## config.mk

```make
export PLATFORM = sky130hd
export DESIGN_NAME = dtas_ctrl
export DESIGN_NICKNAME = d
export VERILOG_FILES = /design/src/hw/rtl/dtas_pkg.sv /design/src/hw/rtl/dtas_ctrl.sv
export SDC_FILE = /design/constraint.sdc
export NUM_CORES = 1
export LEC_CHECK = 0
export ABC_AREA = 1
export BUFFER_PORTS_ARGS = -buffer_cell sky130_fd_sc_hd__clkbuf_2
export CAP_MARGIN = 20
export CORE_AREA = 2 2 39 41
export CTS_BUF_LIST = sky130_fd_sc_hd__clkbuf_4 sky130_fd_sc_hd__clkbuf_8
export DETAILED_ROUTE_END_ITERATION = 10
export DIE_AREA = 0 0 41 43
export GPL_ROUTABILITY_DRIVEN = 0
export GPL_TIMING_DRIVEN = 1
export SLEW_MARGIN = 30
export SYNTH_ARGS = -nofsm -noshare
export SYNTH_HDL_FRONTEND = slang
export SYNTH_SLANG_ARGS = --single-unit
```

## constraint.sdc

```tcl
create_clock -name clock -period 0.9 [get_ports clock]
set_input_delay 0.09 -clock clock [delete_from_list [all_inputs] [get_ports clock]]
set_output_delay 0.09 -clock clock [all_outputs]
set_load 0.1 [all_outputs]
```

## src/hw/rtl/dtas_pkg.sv

```systemverilog
// Package for the DMA transfer address sequencer.
// Holds sizes, payload structs, codes and controller/datapath interface types.
// No dependencies.
package dtas_pkg;

   // Sizes
   localparam int NUM_CORES      = 4;
   localparam int IO_ADDR_BITS   = 8;
   localparam int CORE_ADDR_BITS = 12;
   localparam int MAX_LENGTH     = 8;
   localparam int MAX_STRIDE     = 8;
   localparam int MAX_CHANNELS   = 8;

   localparam int PAGE_SIZE = 1 << IO_ADDR_BITS;
   localparam int MAP_DEPTH = NUM_CORES * PAGE_SIZE;
   localparam int MAP_AW    = $clog2(MAP_DEPTH);
   localparam int MAP_W     = CORE_ADDR_BITS + 1;

   // Field widths fixed by the interface
   localparam int CORE_ID_W  = 2;
   localparam int LEN_W      = 4;
   localparam int MODE_W     = 3;
   localparam int CHAN_W     = 3;
   localparam int CHAN_CNT_W = 4;
   localparam int ERR_W      = 3;
   localparam int CSR_IDX_W  = 2;

   // Run counters hold values up to the larger of the two maxima
   localparam int CNT_MAX = (MAX_LENGTH > MAX_STRIDE) ? MAX_LENGTH : MAX_STRIDE;
   localparam int CNT_W   = $clog2(CNT_MAX + 1);
   // Width of an io address plus an offset, wide enough to compare to the page size
   localparam int SUM_W   = IO_ADDR_BITS + CNT_W + 1;

   // Request kinds
   typedef enum logic {
      REQ_MAP_WRITE = 1'b0,
      REQ_TRANSFER  = 1'b1
   } req_kind_type;

   // Transfer modes
   typedef enum logic [MODE_W-1:0] {
      MODE_SCALAR  = 3'd0,
      MODE_SCATTER = 3'd1,
      MODE_GATHER  = 3'd2,
      MODE_VECTOR  = 3'd3,
      MODE_VEC2D   = 3'd4
   } mode_type;

   // Result error codes
   typedef enum logic [ERR_W-1:0] {
      ERR_NONE         = 3'd0,
      ERR_SRC_UNMAPPED = 3'd1,
      ERR_DST_UNMAPPED = 3'd2,
      ERR_DST_CHANNEL  = 3'd3,
      ERR_SRC_CHANNEL  = 3'd4
   } err_type;

   // Configuration register indexes
   typedef enum logic [CSR_IDX_W-1:0] {
      CSR_CHAN_CORE0 = 2'd0,
      CSR_CHAN_CORE1 = 2'd1,
      CSR_CHAN_CORE2 = 2'd2,
      CSR_CHAN_CORE3 = 2'd3
   } csr_index_type;

   // Request payload
   typedef struct packed {
      logic                      req_type;
      logic [CORE_ID_W-1:0]      source_core;
      logic [CORE_ID_W-1:0]      dest_core;
      logic [IO_ADDR_BITS-1:0]   src_base;
      logic [IO_ADDR_BITS-1:0]   dst_base;
      logic [CORE_ADDR_BITS-1:0] map_core_addr;
      logic                      map_valid;
      logic [MODE_W-1:0]         transfer_mode;
      logic [LEN_W-1:0]          length;
      logic [LEN_W-1:0]          stride;
      logic                      source_live;
   } dtas_req_type;

   // Result payload
   typedef struct packed {
      logic [CORE_ADDR_BITS-1:0] src_core_addr;
      logic [CORE_ADDR_BITS-1:0] dst_core_addr;
      logic [CHAN_W-1:0]         source_chan;
      logic [CHAN_W-1:0]         dest_chan;
      logic                      read_from_repeater;
      logic [ERR_W-1:0]          error_code;
      logic                      last;
   } dtas_rsp_type;

   // Controller states
   typedef enum logic [1:0] {
      ST_CLEAR = 2'd0,
      ST_IDLE  = 2'd1,
      ST_READ  = 2'd2,
      ST_CHECK = 2'd3
   } state_type;

   // Controller to datapath
   typedef struct packed {
      logic clear;
      logic load;
      logic read;
      logic emit;
   } dtas_cmd_type;

   // Datapath to controller
   typedef struct packed {
      logic clear_done;
      logic empty;
      logic stop;
   } dtas_status_type;

endpackage

```

## src/hw/rtl/dtas_ctrl.sv

```systemverilog
// Controller state machine of the DMA transfer address sequencer.
// Sequences table clearing, request load, table read and result check.
// Depends on dtas_pkg.
module dtas_ctrl (
   input  logic                     clock,
   input  logic                     reset,
   input  logic                     start,
   input  logic                     is_transfer,
   input  dtas_pkg::dtas_status_type status,
   output dtas_pkg::dtas_cmd_type    cmd,
   output logic                     busy
);
   import dtas_pkg::*;

   state_type state_ff;
   state_type state_in;

   // State register
   always_ff @(posedge clock) begin
      if (reset) begin
         state_ff <= ST_CLEAR;
      end else begin
         state_ff <= state_in;
      end
   end

   // Next state and commands
   always_comb begin
      state_in  = state_ff;
      cmd       = '0;
      busy      = 1'b1;
      unique case (state_ff)
         ST_CLEAR: begin
            cmd.clear = 1'b1;
            if (status.clear_done) begin
               state_in = ST_IDLE;
            end
         end
         ST_IDLE: begin
            busy = 1'b0;
            if (start) begin
               cmd.load = 1'b1;
               if (is_transfer) begin
                  state_in = ST_READ;
               end
            end
         end
         ST_READ: begin
            // drop runs that produce nothing
            if (status.empty) begin
               state_in = ST_IDLE;
            end else begin
               cmd.read = 1'b1;
               state_in = ST_CHECK;
            end
         end
         ST_CHECK: begin
            cmd.emit = 1'b1;
            if (status.stop) begin
               state_in = ST_IDLE;
            end else begin
               state_in = ST_READ;
            end
         end
         default: begin
            state_in = ST_CLEAR;
         end
      endcase
   end

endmodule

```

# Word-level counts from Yosys, hierarchy flattened
# Index checks and enable logic that the tools add are counted.
# op_classes
addsub	0
mul	0
n_div	0
order_cmp	0
n_eq_ne	6
shifts	0
mux	13
bitwise	0
n_reduce_logical	2
# ops
op	n
$mux W2	5
$pmux W2 S4	1
$mux W1	7
$ne A2 B2 Y1 const B	3
$eq A2 B2 Y1 const B	2
$reduce_and A3 Y1	1
$eq A2 B1 Y1 const B	1
$logic_not A2 Y1	1
# word_totals
ff_bits	2
latchBits	0
ramBits	0
romBits	0
inputBits	7
output_inout_bits	5
elab_cells	22
mem_count	0

# Longest topological paths before layout
# depth
ltp_word	3
ltp_mapped	5
ltp_nobuf	5

# Worst setup path before layout
# No wires, ideal clock.
# synth_path
kind	flip-flop to output port
startpoint	register state_ff[0]
endpoint	output port cmd[2] (netlist name)
arrival_time_ns	2.342
setup_slack_ns	-1.532
path_stages_with_launch	5
n_path_buf	0
cell_sequence	dfxtp_1 inv_1 nor2_1 inv_1 nor2_1
# synth_rtl
item	line	source
from (decl)	dtas_ctrl.sv:15	state_type state_ff;
from (signal assigned)	dtas_ctrl.sv:23	state_ff <= state_in;
to (decl)	dtas_ctrl.sv:10	output dtas_pkg::dtas_cmd_type cmd,

==> impl_results.md <==
- H-tree levels: 1
- Share of cells above drive strength 1: 75.6%
- CTS tree: built
- WHS: 0.144 ns
- ANT cells: 0
- Max reg flops: 2
- Setup crit start kind: register
- CORE AREA: 1380 um^2
- Register area: 42.5 um^2
- Clock slew at reported path FFs: 0.03 ns
- Die Y: 43 um
- Unique cell type count in the Yosys netlist: 7
- First-pass GRT wire length: 745 um
- NumNets Final: 54
- Slew Limit Fails: 0
- Power, Total: 1.13 mW
- Initial Util: 9.22%
- Critical Path RT: 0.81 ns
- Register area share after synthesis: 31.4%
- Switching pwr: 0.555 mW
- Top_reg_cell synth: dfxtp_1
- Max IR drop VDD: 1.01 mV
- Fillers: 147
- Post-route antenna net violation count: 0
- DRT Pass-1 Iters: 2
- Worst-skew pair later-pin latency: 0.22 ns
- #FFs+latches synth: 2
- Syn Std Cell Area: 128 um^2
- Comb power frac: 71.3%
- Sw Ratio: 48.9%
- Power share of the clock group: 17.5%
- Syn nets: 31
- Aggregate global-route resource usage: 6.81%
- Sequential share of power: 11.2%
- Setup CP Type: reg -> out
- Final core utilization: 30.7%
- Final WL: 438 um
- Largest net degree at the start of global routing: 5
- DR vias: 216
- DRC Markers: 0
- # setup viols final: 7
- Least-Margin Pin Slew: 0.172 ns
- Most frequent cells after synthesis: inv_1, nand2_1, nor2_1
- Num CTS Buffers: 3
- Final hold viol count: 0
- Area leader, netlist: dfxtp_1
- Drt wl/cell: 7.18 um
- Initial antenna violation count: 0
- Hold_buf cts: 0
- P_leak: 0.205 nW
- Maximum clock rate: 0.880 GHz
- First-iteration detailed-routing DRC count: 1
- Failing checks: setup timing
- Post-route worst setup slack: -0.236 ns
- Rows: 14
- Synth Warn #: 0
- Final period util: 126%
- Pint: 0.580 mW
- Mean Syn Cell Area: 5.32 um^2
- Post-synth EDFFs: 0
- IO Port Bufs: 11
- Dpl ws: -0.149 ns
- Biggest regs: state_ff: 2 flops
- CTS Buffer Depth: 2
- Synth area leaders: dfxtp_1, inv_1, nand2_1
- Power Density: 2680 nW/um^2
- Die W: 41 um
- Detailed Place HPWL: 318 um
- Root Buffer: clkbuf_4
- Worst setup EP type: primary output
- Async SR Flop Fraction: 0%
- Reg with most FFs: state_ff
- Syn Inst Count: 24
- Crit path time final: 1.14 ns
- Status: finished, violations left
- Unrepaired setup endpoints after global routing: true
- Via-per-instance ratio: 3.54
- Die area: 1760 um^2
- HP Class: in -> reg
- Footprint of the multi-input gates: 115 um^2
- GRT Residual Overflow: 0
- Relative slew slack: 88.5%
- IO Count: 12
- Crit Path Max Fanout: 2
- Skew final: 0.00358 ns
- Clk sinks: 2
- Share of the synthesized area in the top cell type: 31.4%
- Max_cap viols: 0
- Worst EP arrival: 1.05 ns
- Vias in the first global route: 192
- Area grow syn2layout: 232%
critical path, stage by stage, from the launching register on:
cell and delay (ns):
dfxtp_2 0.31, inv_2 0.08, buf_6 0.11, nand2_4 0.04
nor2_4 0.11, buf_12 0.18
metal layers:
metal | track usage, % | wire length, um | vias to the layer above
li1 | - | - | 114
met1 | 8.28 | 194 | 92
met2 | 7.19 | 210 | 10
met4 | 8.00 | 0 | 0
met3 | 3.66 | 32 | 0
met5 | 0 | 0 | -
power by group through the flow:
stage,Clock [mW],Sequential [mW],Combinational (mW)
finish,0.199,0.127,0.809
global route,0.218,0.130,0.852
CTS,0.208,0.127,0.744
detailed placement,0,0.123,0.693
global placement,0,0.123,0.690
floorplan,0,0.139,0.417
path summary, 6_finish.rpt:
| path | from | endpoint | slack, ns | depth (start not counted) |
|---|---|---|---|---|
| setup / recovery | state_ff[0] | cmd[1] | -0.24 | 5 |
| hold / removal | reset | state_ff[0] | 0.14 | 4 |
| setup reg to reg | state_ff[0] | state_ff[1] | -0.14 | 8 |
| hold reg to reg | state_ff[1] | state_ff[0] | 0.67 | 4 |
what timing repair did:
item | in CTS | in global routing
gates resized for setup | 8 | 5
pin swaps | 2 | 3
setup endpoints to repair | 6 | 7
buffers inserted | 1 | 3
endpoints found under the hold margin | 0 | 0
cell usage in the layout, fill, tap and decap left out, drive strengths merged:
| cell | Yosys | routed |
|---|---|---|
| a21oi | 1 | 1 |
| buf | 0 | 12 |
| clkbuf | 0 | 9 |
| clkinvlp | 0 | 1 |
| dfxtp | 2 | 2 |
| inv | 6 | 5 |
| nand2 | 6 | 6 |
| nand3 | 2 | 2 |
| nor2 | 6 | 6 |
| o21ai | 1 | 1 |
cells by family after synthesis:
logic type | synth area share, %
flops | 31.4
simple gates | 43.1
buf+inv | 17.6
compound gates | 7.84
metrics by stage:
step	setup TNS, ns	area [um^2]	cells
6_report	-1.16	424	61
5_1_grt	-1.56	424	61
4_1_cts	-1.07	387	58
3_5_place_dp	-0.201	332	54
3_3_place_gp	-0.210	332	54
2_1_floorplan	-1.86	159	24
area by class of cell:
| class | instances | share of cell area [%] |
|---|---|---|
| Clock buffer | 3 | 5.31 |
| Inverter | 6 | 6.19 |
| Multi-Input combinational cell | 16 | 27.1 |
| Sequential cell | 2 | 10.0 |
| Tap cell | 16 | 4.72 |
| Timing Repair Buffer | 18 | 46.6 |
(Power assumes the default switching activity.)
